`config.mk`:
```
export PLATFORM = sky130hd
export DESIGN_NAME = ffaa_rec_mem
export DESIGN_NICKNAME = d
export VERILOG_FILES = /design/src/rtl/ffaa_pkg.sv /design/src/rtl/ffaa_rec_mem.sv
export SDC_FILE = /design/constraint.sdc
export NUM_CORES = 2
export LEC_CHECK = 0
export BUFFER_PORTS_ARGS = -buffer_cell sky130_fd_sc_hd__buf_4
export CAP_MARGIN = 5
export CORE_MARGIN = 2
export CORE_UTILIZATION = 30
export CTS_CLUSTER_SIZE = 25
export DETAILED_ROUTE_END_ITERATION = 8
export GPL_TIMING_DRIVEN = 0
export PLACE_DENSITY = 0.49
export SYNTH_ARGS = -nofsm -noshare
export SYNTH_HDL_FRONTEND = slang
export SYNTH_SLANG_ARGS = --single-unit
```
`constraint.sdc`:
```
create_clock -name i_clk -period 19.15 [get_ports i_clk]
set_input_delay 5.745 -clock i_clk [delete_from_list [all_inputs] [get_ports i_clk]]
set_output_delay 5.745 -clock i_clk [all_outputs]
set_load 0.02 [all_outputs]
```
`src/rtl/ffaa_pkg.sv`:
```
// shared constants, types and helpers of the first-fit allocator
package ffaa_pkg;

    localparam int MAX_EXTENTS     = 64;
    localparam int MAX_RECORDS     = 64;
    localparam int HEADER_BYTES    = 8;
    localparam int MIN_BLOCK_BYTES = 8;
    localparam int POOL_MAX        = 65536;

    localparam int POS_W   = 17;
    localparam int TOT_W   = 18;
    localparam int ALIGN_W = 13;
    localparam int ADDR_W  = 32;
    localparam int CNT_W   = 7;
    localparam int EIDX_W  = 6;
    localparam int RIDX_W  = 6;
    localparam int STAT_W  = 2;

    localparam logic [STAT_W-1:0] ST_OK    = 2'd0;
    localparam logic [STAT_W-1:0] ST_NOFIT = 2'd1;
    localparam logic [STAT_W-1:0] ST_FULL  = 2'd2;
    localparam logic [STAT_W-1:0] ST_NULL  = 2'd3;

    localparam logic OP_ALLOC = 1'b0;
    localparam logic OP_FREE  = 1'b1;

    localparam logic CFG_POOL_BASE  = 1'b0;
    localparam logic CFG_POOL_BYTES = 1'b1;

    typedef struct packed {
        logic [POS_W-1:0] start;
        logic [POS_W-1:0] len;
    } t_ext;

    typedef struct packed {
        logic [POS_W-1:0]   start;
        logic [POS_W-1:0]   total;
        logic [ALIGN_W-1:0] offset;
    } t_rec;

    typedef struct packed {
        logic shift;
        logic load;
    } t_chain_ctl;

    function automatic logic [ALIGN_W-1:0] norm_align(input logic [ALIGN_W-1:0] v);
        logic [ALIGN_W-1:0] p;
        p = ALIGN_W'(1);
        for (int i = 0; i < ALIGN_W; i++) begin
            if (v[i]) begin
                p = ALIGN_W'(1) << i;
            end
        end
        return p;
    endfunction

endpackage

```
`src/rtl/ffaa_rec_mem.sv`:
```
// live allocation record store
module ffaa_rec_mem (
    input  logic                        i_clk,
    input  logic                        i_we,
    input  logic [ffaa_pkg::RIDX_W-1:0] i_waddr,
    input  ffaa_pkg::t_rec              i_wdata,
    input  logic [ffaa_pkg::RIDX_W-1:0] i_raddr,
    output ffaa_pkg::t_rec              o_rdata
);
    ffaa_pkg::t_rec r_mem [ffaa_pkg::MAX_RECORDS];
    ffaa_pkg::t_rec r_rdata;

    always_ff @(posedge i_clk) begin
        if (i_we) begin
            r_mem[i_waddr] <= i_wdata;
        end
        r_rdata <= r_mem[i_raddr];
    end

    assign o_rdata = r_rdata;
endmodule

```
==> results.sh <==
export IMPL_layout_common_cells="3008 x edfxtp_1, 720 x mux4_2, 331 x clkbuf_16, 181 x clkbuf_1, 173 x o22ai_1"
export IMPL_wl_met2_um=169800
export IMPL_synth_edf_count=3008
export IMPL_met1_length_um=149300
export IMPL_power_switching_mw=3.214
export IMPL_worstPathMaxFanout=10
export IMPL_place_ws_ps=8854
export IMPL_period_share=0.4890
export IMPL_synth_area_leaders="edfxtp_1 79%, mux4_2 14%, mux2i_1 0.98%"
export IMPL_avgRoutedWirePerCell_um=32.94
export IMPL_skew_ps=51.65
export IMPL_hold_ws_ps=990.1
export IMPL_rows=227
export IMPL_cts_tree="done"
export IMPL_yosysSeqAreaShare=0.7950
export IMPL_cts_setup_buffers=0
export IMPL_ant_nets=0
export IMPL_comb_power_share=0.055
export IMPL_nNetsFinal=5539
export IMPL_syn_nets=4951
export IMPL_p_int_mw=11.17
export IMPL_clk_insertion_delay_late_ps=940
export IMPL_hold_violations=0
export IMPL_topRoutingLayerUsed="met5"
export IMPL_multi_input_area_mm2=0.02255
export IMPL_grt_remaining_overflow=0
export IMPL_worst_pin_slew_ps=1383
export IMPL_dp_hpwl_um=234300
export IMPL_first_pass_iters=5
export IMPL_rr_startpoint="r_mem[4][14]$_DFFE_PP_"
export IMPL_cts_hold_buf=0
export IMPL_start_util=0.3007
export IMPL_arrival_ps=10120
export IMPL_seq_area_mm2=0.09127
export IMPL_grt_pass1_wl_um=482900
export IMPL_synth_top_area_share=0.7868
export IMPL_endpoint_kind="flop"
export IMPL_routed_wl_met3_um=25200
export IMPL_max_slew_margin=0.06956
export IMPL_layout_setup_ws_ps=9787
export IMPL_portBuffers=101
export IMPL_vdd_drop_max_uv=70.00
export IMPL_drtIter0Drc=7159
export IMPL_synth_seq_cells=3055
export IMPL_fmax_mhz=106.8
export IMPL_rsz0062_at_grt="no"
export IMPL_areaGrowthSynthToFinish_pct=18.26
export IMPL_n_fill_cell=35130
export IMPL_grt_start_max_net_pins=65
export IMPL_dp_cells=10180
export IMPL_yosys_warnings=0
export IMPL_crit_required_ps=19910
export IMPL_finalCriticalPeriod_ps=9363
export IMPL_avgSynthCellArea_um2=23.48
export IMPL_synthCells=4890
export IMPL_outcome="finished, final reports clean"
export IMPL_ctsHtreeMaxLevel=5
export IMPL_setup_tns_final_ps=0
export IMPL_critical_path_class="in -> reg"
export IMPL_viasPerCell=5.241
export IMPL_cts_inserted_buffers=330
export IMPL_clk_path_buf_depth=4
export IMPL_final_common_cell="edfxtp_1"
export IMPL_critical_path_startpoint_type="input port"
export IMPL_async_flop_share=0
export IMPL_cp_startpoint="i_raddr[4]"
export IMPL_wirelength_um=355900
export IMPL_synth_ff_type="edfxtp_1"
export IMPL_slew_violations=0
export IMPL_die_area_mm2=0.3876
export IMPL_netlist_area_mm2=0.1148
export IMPL_hp_start="r_mem[61][18]$_DFFE_PP_"
export IMPL_die_h_um=622.6
export IMPL_vias=56620
export IMPL_setup_viol=0
export IMPL_synth_cell_types=37
export IMPL_leakage_nw=41.65
export IMPL_grt_pass1_vias=56990
export IMPL_antenna_found_initial=31
export IMPL_ctsRootBufferMaster="clkbuf_16"
export IMPL_cts_sinks=3055
export IMPL_drc=0
export IMPL_cts_clk_slew_worst_paths_ps=60
export IMPL_switching_share=0.2234
export IMPL_pwr_density_cell_mw_per_mm2=106.0
export IMPL_final_cells=10800
export IMPL_gr_usage_all_layers=0.1799
export IMPL_ioPinCount=108
export IMPL_clkPwrFrac=0.430
export IMPL_max_cap_violations=0
export IMPL_seqPwrFrac=0.516
export IMPL_gp_congestion=0.7779
export IMPL_cts_resized=0
export IMPL_hp_class="reg -> reg"
export IMPL_die_w_um=622.6
export IMPL_drive_above_1_share=0.2971
export IMPL_core_mm2=0.3817
export IMPL_synth_area_leader_cell="edfxtp_1"
[power groups by stage]
stage	Sequential (mW)	Clock, mW	Combinational [mW]
after global routing	7.42	6.55	0.818
after global placement	7.56	0	0.766
after floorplan	7.58	0	0.347
after detailed placement	7.56	0	0.794
after CTS	7.42	6.30	0.796
final	7.42	6.18	0.786
[worst paths after layout]
kind,end,slack (ps),depth (start not counted)
max,o_rdata[35]$_DFF_P_,9790,7
max reg2reg,o_rdata[14]$_DFF_P_,16130,5
min,o_rdata[18]$_DFF_P_,990,4
min reg2reg,o_rdata[18]$_DFF_P_,990,4
[cell type report]
type	instances	share of cell area
Buffer	281	0.01113
Clock inverter	181	0.01233
Antenna cell	23	0.0004239
Timing Repair Buffer	256	0.02768
Sequential cell	3055	0.6722
Clock buffer	415	0.06370
Tap cell	5038	0.04643
Multi-Input combinational cell	1554	0.1661
[critical path: stages]
cell	delay, ps
buf_4	240
clkbuf_1	860
nand2b_1	320
clkbuf_1	950
o22ai_1	300
nor4_1	1080
o22a_1	560
[logic make-up after synthesis]
kind of cell | after synthesis | synth area share
muxes | 872 | 0.1549
DFF | 3055 | 0.7950
AOI/OAI and AO/OA | 445 | 0.02671
buffers and inverters | 281 | 0.01314
and+or+nand+nor | 237 | 0.01017
[through the flow]
step / cell area [µm²] / power [mW] / util
6_report: 135800 / 14.39 / 0.3557
5_1_grt: 135800 / 14.79 / 0.3556
3_5_place_dp: 125400 / 8.353 / 0.3284
3_3_place_gp: 121900 / 8.327 / 0.3192
2_1_floorplan: 114800 / 7.923 / -
4_1_cts: 135700 / 14.51 / 0.3555
[metal layers]
metal	global-route usage	up-vias
met4	0.05536	4
met5	0	-
li1	-	22410
met1	0.2491	31420
met3	0.02949	473
met2	0.2907	2317
[synthesized netlist by cell type, types with 39 or more instances]
library cell,n
edfxtp_1,3008
mux4_2,720
o22ai_1,173
mux2i_1,112
clkbuf_1,103
nor2_1,97
buf_2,96
a21oi_1,69
o221ai_1,58
dfxtp_1,47
mux2_2,40
nor4_1,39
[flip-flops by register name (all words and copies together) (netlist names)]
signal / count
r_mem: 3008
o_rdata: 47
Note: power is estimated with default switching activity, not from simulation.
