--- src/rtl/ffaa_pkg.sv ---
// shared constants, types and helpers of the first-fit allocator
package ffaa_pkg;

    localparam int MAX_EXTENTS     = 64;
    localparam int MAX_RECORDS     = 64;
    localparam int HEADER_BYTES    = 8;
    localparam int MIN_BLOCK_BYTES = 8;
    localparam int POOL_MAX        = 65536;

    localparam int POS_W   = 17;
    localparam int TOT_W   = 18;
    localparam int ALIGN_W = 13;
    localparam int ADDR_W  = 32;
    localparam int CNT_W   = 7;
    localparam int EIDX_W  = 6;
    localparam int RIDX_W  = 6;
    localparam int STAT_W  = 2;

    localparam logic [STAT_W-1:0] ST_OK    = 2'd0;
    localparam logic [STAT_W-1:0] ST_NOFIT = 2'd1;
    localparam logic [STAT_W-1:0] ST_FULL  = 2'd2;
    localparam logic [STAT_W-1:0] ST_NULL  = 2'd3;

    localparam logic OP_ALLOC = 1'b0;
    localparam logic OP_FREE  = 1'b1;

    localparam logic CFG_POOL_BASE  = 1'b0;
    localparam logic CFG_POOL_BYTES = 1'b1;

    typedef struct packed {
        logic [POS_W-1:0] start;
        logic [POS_W-1:0] len;
    } t_ext;

    typedef struct packed {
        logic [POS_W-1:0]   start;
        logic [POS_W-1:0]   total;
        logic [ALIGN_W-1:0] offset;
    } t_rec;

    typedef struct packed {
        logic shift;
        logic load;
    } t_chain_ctl;

    function automatic logic [ALIGN_W-1:0] norm_align(input logic [ALIGN_W-1:0] v);
        logic [ALIGN_W-1:0] p;
        p = ALIGN_W'(1);
        for (int i = 0; i < ALIGN_W; i++) begin
            if (v[i]) begin
                p = ALIGN_W'(1) << i;
            end
        end
        return p;
    endfunction

endpackage

--- src/rtl/ffaa_ext_cell.sv ---
// one cell of the free extent chain
module ffaa_ext_cell (
    input  logic           i_clk,
    input  logic           i_shift,
    input  logic           i_load,
    input  ffaa_pkg::t_ext i_load_val,
    input  ffaa_pkg::t_ext i_next,
    output ffaa_pkg::t_ext o_q
);
    ffaa_pkg::t_ext r_q;

    always_ff @(posedge i_clk) begin
        if (i_load) begin
            r_q <= i_load_val;
        end else if (i_shift) begin
            r_q <= i_next;
        end
    end

    assign o_q = r_q;
endmodule

--- src/rtl/ffaa_ext_chain.sv ---
// row of extent cells rotating toward the head
module ffaa_ext_chain (
    input  logic                i_clk,
    input  ffaa_pkg::t_chain_ctl i_ctl,
    input  ffaa_pkg::t_ext      i_load_val,
    input  ffaa_pkg::t_ext      i_feed,
    output ffaa_pkg::t_ext      o_head
);
    ffaa_pkg::t_ext w_q [ffaa_pkg::MAX_EXTENTS];

    for (genvar g = 0; g < ffaa_pkg::MAX_EXTENTS; g++) begin : g_cell
        ffaa_pkg::t_ext w_next;
        if (g == ffaa_pkg::MAX_EXTENTS - 1) begin : g_tail
            assign w_next = i_feed;
        end else begin : g_mid
            assign w_next = w_q[g+1];
        end
        ffaa_ext_cell u_cell (
            .i_clk      (i_clk),
            .i_shift    (i_ctl.shift),
            .i_load     ((g == 0) ? i_ctl.load : 1'b0),
            .i_load_val (i_load_val),
            .i_next     (w_next),
            .o_q        (w_q[g])
        );
    end

    assign o_head = w_q[0];
endmodule

--- config.mk ---
export PLATFORM = sky130hd
export DESIGN_NAME = ffaa_ext_chain
export DESIGN_NICKNAME = d
export VERILOG_FILES = /design/src/rtl/ffaa_pkg.sv /design/src/rtl/ffaa_ext_cell.sv /design/src/rtl/ffaa_ext_chain.sv
export SDC_FILE = /design/constraint.sdc
export NUM_CORES = 1
export LEC_CHECK = 0
export ABC_CLOCK_PERIOD_IN_PS = 2000
export BUFFER_PORTS_ARGS = -buffer_cell sky130_fd_sc_hd__buf_2
export CAP_MARGIN = 20
export CELL_PAD_IN_SITES_DETAIL_PLACEMENT = 1
export CELL_PAD_IN_SITES_GLOBAL_PLACEMENT = 2
export CORE_MARGIN = 2
export CORE_UTILIZATION = 50
export DETAILED_ROUTE_END_ITERATION = 7
export PLACE_DENSITY_LB_ADDON = 0.1
export REMOVE_ABC_BUFFERS = 1
export SYNTH_ARGS = -nofsm -noshare
export SYNTH_HDL_FRONTEND = slang
export SYNTH_SLANG_ARGS = --single-unit
--- constraint.sdc ---
create_clock -name i_clk -period 2 [get_ports i_clk]
set_clock_uncertainty 0.05 [all_clocks]
set_input_delay 0.2 -clock i_clk [delete_from_list [all_inputs] [get_ports i_clk]]
set_output_delay 0.2 -clock i_clk [all_outputs]
set_load 0.01 [all_outputs]
==> impl_results.md, run 1 <==
- Cells after DPL: 4161
- R2r setup slk: between 0.5 and 0.6 ns
- Hold EP: g_cell[63].u_cell.o_q[28]$_DFFE_PP_
- Chip width: around 370 um
- Post-Place Cell Area: 69800 um^2
- Crit path cell chain: buf_2
- CP required: 1.75 ns
- Setup CP Type: reg2out
- Ys Warns: 0
- # IOs: roughly 110
- Crit path largest cell delay: between 0.3 and 0.4 ns
- Max reg flops: approximately 2200
- R2R Path Start: g_cell[1].u_cell.o_q[10]$_DFFE_PP_
- Avg Synthesized Cell Area: 29.8 um^2
- Resized cells post-CTS: 0
- Slew of the pin with the lowest slew margin: 0.544 ns
- Netlist cell types: 6
- Fill count: ~10000
- Max Cap Viol: 0
- Routed WL: between 70 and 80 mm
- CTS tree: yes
- Startpoint types: flip-flop
- Sequential-to-total area share from yosys stat: about 100%
- # rows: 133
- Max-slew violations: 0
- RSZ-0062 raised after global routing: no
- Setup TNS: 0 ns
- Fin crit share: between 70% and 80%
- Clock buffer depth: 3
- H-tree levels: 4
- EDFF count, synth: between 2000 and 2500
- Layout cell share with drive strength beyond 1: between 15 and 20%
- Synth top area cells: edfxtp_1, mux2_4, buf_12
- Post-route minimum period: 1.56 ns
- Cell Count, Final, Fillers Out: 4639
- Clock transition at path regs: ~0.060 ns
- Largest net degree at the start of global routing: 109
- Area leader, netlist: edfxtp_1
- Wirelength per Cell: roughly 16 um
- R2r worst-path depth: 2
- DR vias: about 22000
- CP max FO: 1
- Run status: finished, final reports clean
- Worst relative slew slack: a little under two thirds
- Post-synth top cells: edfxtp_1, mux2_4, mux2_2, buf_12
- Via density: 4.69
- Max Freq: between 600 and 700 MHz
- Most frequent cell after synthesis: edfxtp_1
- Antenna Nets Post-Route: 0
- Area delta synth->final: 17.4%
- HPWL Detailed: about 35 mm
- Yosys reg bits: 2176
- Min-delay worst type: in2reg
- Initial DRC count: about 1600
- Fin area: between 70000 and 80000 um^2
- Worst skew pair latency: 0.78 ns
- Total track usage: a little under an eighth
- Final-report hold violation count: 0
- RePlAce Congestion: between 0.7 and 0.8
- Nets@finish: around 2800
- Initial antenna violation count: 0
- CP endpoint kind: output pin
- Worst setup path startpoint: g_cell[0].u_cell.o_q[32]$_DFFE_PP_
- Hold depth: 2
- Hold_sp: i_feed[28]
- Worst path slowest cell: edfxtp_1
- Pwr dens: 1190 nW/um^2
- Crit-path leading delay family: flip-flops
- FF-to-FF End: g_cell[0].u_cell.o_q[10]$_DFFE_PP_
- Number of port buffers: 104
- Setup-failing EPs final: 0
- Clk root buf: clkbuf_16
- Core Util, Final: 59.0%
- Post-synth top area share: a little under 100%
- Initial Util: 50.3%
- Main synth FF type: edfxtp_1
- Vias in the first global route: approximately 23000
- Clk sinks: around 2200
- Asr flop ratio synth: 0%
- CORE AREA: ~130000 um^2
- WP data arrival: between 1 and 1.5 ns
- N_diodes: 0
- Total chip power: approximately 0.092 W
- Chip height: 367 um
- CTS buffer count: between 200 and 250
- Post-Syn Instances: around 2200
- Leakage power: between 20 and 30 nW
- Post-Syn Area: around 66000 um^2
- First-pass GRT wire length: ~120 mm
- Grt total ovfl: 0
- Die area: roughly 130000 um^2
- Buf/Inv on CP: 1
- Peak VDD IR: between 0.6 and 0.7 mV
- DRT Pass-1 Iters: 4
- # DRC: 0
[repair_timing]
item	4_1_cts	5_1_grt
endpoints found under the hold margin	450	0
hold buffers	105	0
buffers inserted	0	0
[power by group]
part           total (W)  internal [W]  switching (W)  leakage (nW)
Combinational    0.00153      0.000541       0.000988          1.75
Clock             0.0371        0.0216         0.0154          3.18
Sequential        0.0538        0.0531       0.000661          21.3
Total             0.0924        0.0753         0.0171          26.2
[cell families after synthesis]
| kind of cell | share of synthesized area [%] |
|---|---|
| flops | 99.1 |
| buf+inv | 0.108 |
| simple gates | 0.00950 |
| mux | 0.746 |
[routing by layer]
metal	GRT usage, %	wire length, um	vias to the layer above
met5	0	0	-
li1	-	-	10125
met3	3.09	3390	194
met2	16.7	34300	381
met1	16.4	33800	11068
met4	5.14	2410	0
[stage by stage]
| step | hold slack, ns | setup slack [ns] |
|---|---|---|
| floorplan | 0.249 | 0.571 |
| global placement | 0.326 | 0.450 |
| detailed placement | 0.329 | 0.415 |
| CTS | 0.000356 | 0.352 |
| global route | 0.0351 | 0.351 |
| finish | 0.0922 | 0.443 |
[layout make-up]
class | count | area [um^2] | area share [%]
flip-flops and latches | 2176 | 65300 | 84.5
clock buffers | 263 | 5580 | 7.21
repair buffers | 300 | 2820 | 3.65
well taps | 1755 | 2200 | 2.84
clock inverters | 110 | 923 | 1.19
multi-input cells | 35 | 498 | 0.644
[worst max path at each step]
stage | end | slack (ns) | cells past startpoint
final | o_head[32] | 0.44 | 1
after global routing | o_head[32] | 0.35 | 1
after CTS | o_head[3] | 0.35 | 1
after detailed placement | g_cell[21].u_cell.o_q[3]$_DFFE_PP_ | 0.42 | 4
after global placement | g_cell[0].u_cell.o_q[8]$_DFFE_PP_ | 0.45 | 4
after floorplan | g_cell[0].u_cell.o_q[0]$_DFFE_PP_ | 0.57 | 1
[cell usage in the layout (no fill, tap or decap)]
cell           Yosys  layout
edfxtp_1        2176    2176
clkbuf_16          0     216
dlygate4sd3_1      0     105
buf_2              0     103
clkinv_1           0      51
clkbuf_1           0      47
buf_4              0      47
buf_12             3      45
clkinv_2           0      34
mux2_4            29      29
bufinv_16          0      16
mux2_2             5       5
inv_6              0       4
clkinvlp_4         0       4
or2_1              1       1
clkinv_8           0       1
(Power assumes the default switching activity.)
==> inputs of run 2 (changes only) <==
--- a/config.mk
+++ b/config.mk
@@ -5,7 +5,7 @@
 export SDC_FILE = /design/constraint.sdc
 export NUM_CORES = 1
 export LEC_CHECK = 0
-export ABC_CLOCK_PERIOD_IN_PS = 2000
+export ABC_CLOCK_PERIOD_IN_PS = 1600
 export BUFFER_PORTS_ARGS = -buffer_cell sky130_fd_sc_hd__buf_2
 export CAP_MARGIN = 20
 export CELL_PAD_IN_SITES_DETAIL_PLACEMENT = 1
==> constraint.sdc (replaced) <==
create_clock -name i_clk -period 1.6 [get_ports i_clk]
set_clock_uncertainty 0.05 [all_clocks]
set_input_delay 0.16 -clock i_clk [delete_from_list [all_inputs] [get_ports i_clk]]
set_output_delay 0.16 -clock i_clk [all_outputs]
set_load 0.01 [all_outputs]
==> impl_results.md, run 2 (synthesized netlist as in run 1, its figures left out) <==
- Commonest non-fill, non-tap cell in the layout: edfxtp_1
- N_diodes: 0 (unchanged)
- Setup-failing EPs final: 0 (unchanged)
- DR vias: 21883 (+0.53%)
- Max-slew violations: 0 (unchanged)
- RePlAce Congestion: 0.704 (-1.1%)
- Cells after DPL: 4170 (+0.22%)
- # DRC: 0 (unchanged)
- Fill count: 10434 (+0.48%)
- Post-route minimum period: between 1.5 and 2 ns
- Initial antenna violation count: 0 (unchanged)
- RSZ-0062 raised after global routing: yes
- Footprint of the multi-input gates: 498 um^2 (unchanged)
- Pwr dens: 1490 nW/um^2 (+24%)
- Min Hold Slack: 0.0857 ns (-0.00643 ns)
- Final-report hold violation count: 0 (unchanged)
- Vias in the first global route: 23297 (+2.3%)
- Crit path largest cell delay: 0.56 ns (+0.18 ns)
- Initial Util: 50.3% (unchanged)
- Core Util, Final: 59.1% (+0.067 points)
- Leakage power: 26.3 nW (+0.28%)
- Startpoint types: flip-flop
- CP max FO: 1 (unchanged)
- Grt total ovfl: 0 (unchanged)
- Crit path cell chain: mux2_4, dlygate4sd3_1
- CP endpoint kind: flip-flop
- Wirelength per Cell: 16.0 um (+0.14%)
- Antenna Nets Post-Route: 0 (unchanged)
- CP required: 2.07 ns (+0.32 ns)
- Routed WL: 74.6 mm (+0.94%)
- Nets@finish: 2822 (+1.0%)
- Worst relative slew slack: 64.4% (+0.64 points)
- Number of port buffers: 104 (unchanged)
- Max Freq: roughly 660 MHz
- Min-delay worst type: in2reg
- Sequential cell area: 65300 um^2 (unchanged)
- Run status: finished, final reports clean
- HPWL Detailed: 36.1 mm (+3.2%)
- First-pass GRT wire length: 126 mm (+1.8%)
- WP data arrival: 1.99 ns (+0.68 ns)
- Clk root buf: clkbuf_16
- Layout cell share with drive strength beyond 1: 17.4% (-0.050 points)
- Fin crit share: a little over nine tenths
- # IOs: 105 (unchanged)
- CTS buffer count: 209 (unchanged)
- Max Cap Viol: 0 (unchanged)
- Peak VDD IR: 1.08 mV (+56%)
- Die area: 135000 um^2 (unchanged)
- Setup Buffers After CTS: 0 (unchanged)
- Cell Count, Final, Fillers Out: 4676 (+0.80%)
- Max reg flops: 2176 (unchanged)
- Crit-path leading delay family: buffers and inverters
- # rows: 133 (unchanged)
- H-tree levels: 4 (unchanged)
- Initial DRC count: 1494 (-8.3%)
- Clk sinks: 2176 (unchanged)
- Most frequent cells in the layout: edfxtp_1, clkbuf_16, dlygate4sd3_1, buf_2, buf_4
- CORE AREA: 131000 um^2 (unchanged)
- Slew of the pin with the lowest slew margin: 0.534 ns (-0.00962 ns)
- Buf/Inv on CP: 1 (unchanged)
- Clock buffer depth: 3 (unchanged)
- Largest net degree at the start of global routing: 102 (-6.4%)
- Chip width: 367 um (unchanged)
- Worst path slowest cell: dlygate4sd3_1
- Clock transition at path regs: 0.06 ns (about the same)
- Area delta synth->final: 17.5%
- DRT Pass-1 Iters: 4 (unchanged)
- Chip height: 367 um (unchanged)
- Worst skew pair latency: 0.78 ns (about the same)
- Total track usage: 11.7% (+0.18 points)
- Via density: 4.68 (-0.27%)
- Setup CP Type: reg2reg
- CTS tree: yes
==> run 2: cell count changes in the layout (fill, tap and decap cells not counted), sizes merged <==
cell         delta
bufinv          -2
clkinv         +16
clkinvlp        -4
buf             +9
clkbuf          -2
dlygate4sd3    +20
==> run 2: worst paths after layout <==
path	to	slack (ns)	depth (start not counted)	from
max	g_cell[0].u_cell.o_q[27]$_DFFE_PP_	0.08	2	g_cell[1].u_cell.o_q[27]$_DFFE_PP_
min	g_cell[0].u_cell.o_q[32]$_DFFE_PP_	0.09	3	i_ctl[0]
max reg2reg	g_cell[0].u_cell.o_q[27]$_DFFE_PP_	0.08	2	g_cell[1].u_cell.o_q[27]$_DFFE_PP_
min reg2reg	g_cell[28].u_cell.o_q[2]$_DFFE_PP_	0.36	0	g_cell[29].u_cell.o_q[2]$_DFFE_PP_
==> run 2: tightest hold or removal path, cell delays in order <==
cell and delay [ns]:
buf_2 0.22, buf_12 0.21, mux2_4 0.20
==> run 2: stage by stage <==
stage | TNS [ns] | worst slack, ns | area, um^2 | power [W]
floorplan | 0 | 0.211 | 65800 | 0.0682
global placement | 0 | 0.183 | 69700 | 0.0699
detailed placement | 0 | 0.137 | 69700 | 0.0702
CTS | -0.0302 | -0.0204 | 77400 | 0.117
global route | -0.00204 | -0.00204 | 77400 | 0.120
finish | 0 | 0.0848 | 77400 | 0.115
==> run 2: power by group <==
part | switching, W | internal (W) | leakage, nW
logic | 0.00124 | 0.000700 | 1.83
registers | 0.000834 | 0.0664 | 21.3
clock network | 0.0193 | 0.0266 | 3.17
total | 0.0214 | 0.0938 | 26.3
==> run 2: cell type report <==
cell class                      count  area share, %
Clock buffer                      261           7.17
Clock inverter                    120           1.16
Multi-Input combinational cell     35          0.643
Sequential cell                  2176           84.4
Tap cell                         1755           2.84
Timing Repair Buffer              329           3.83
==> run 2: repair_timing <==
| item | 4_1_cts | 5_1_grt |
|---|---|---|
| gates resized for setup | 0 | 0 |
| setup endpoints to repair | 3 | 1 |
| endpoints found under the hold margin | 671 | 0 |
| hold buffers | 125 | 0 |
==> run 2: routing by layer <==
layer | GRT usage (%) | vias up | wire length, um
met5 | 0 | - | 0
met4 | 5.00 | 0 | 2110
met3 | 3.13 | 178 | 3410
met2 | 17.3 | 357 | 35300
met1 | 16.5 | 11153 | 33700
li1 | - | 10195 | -
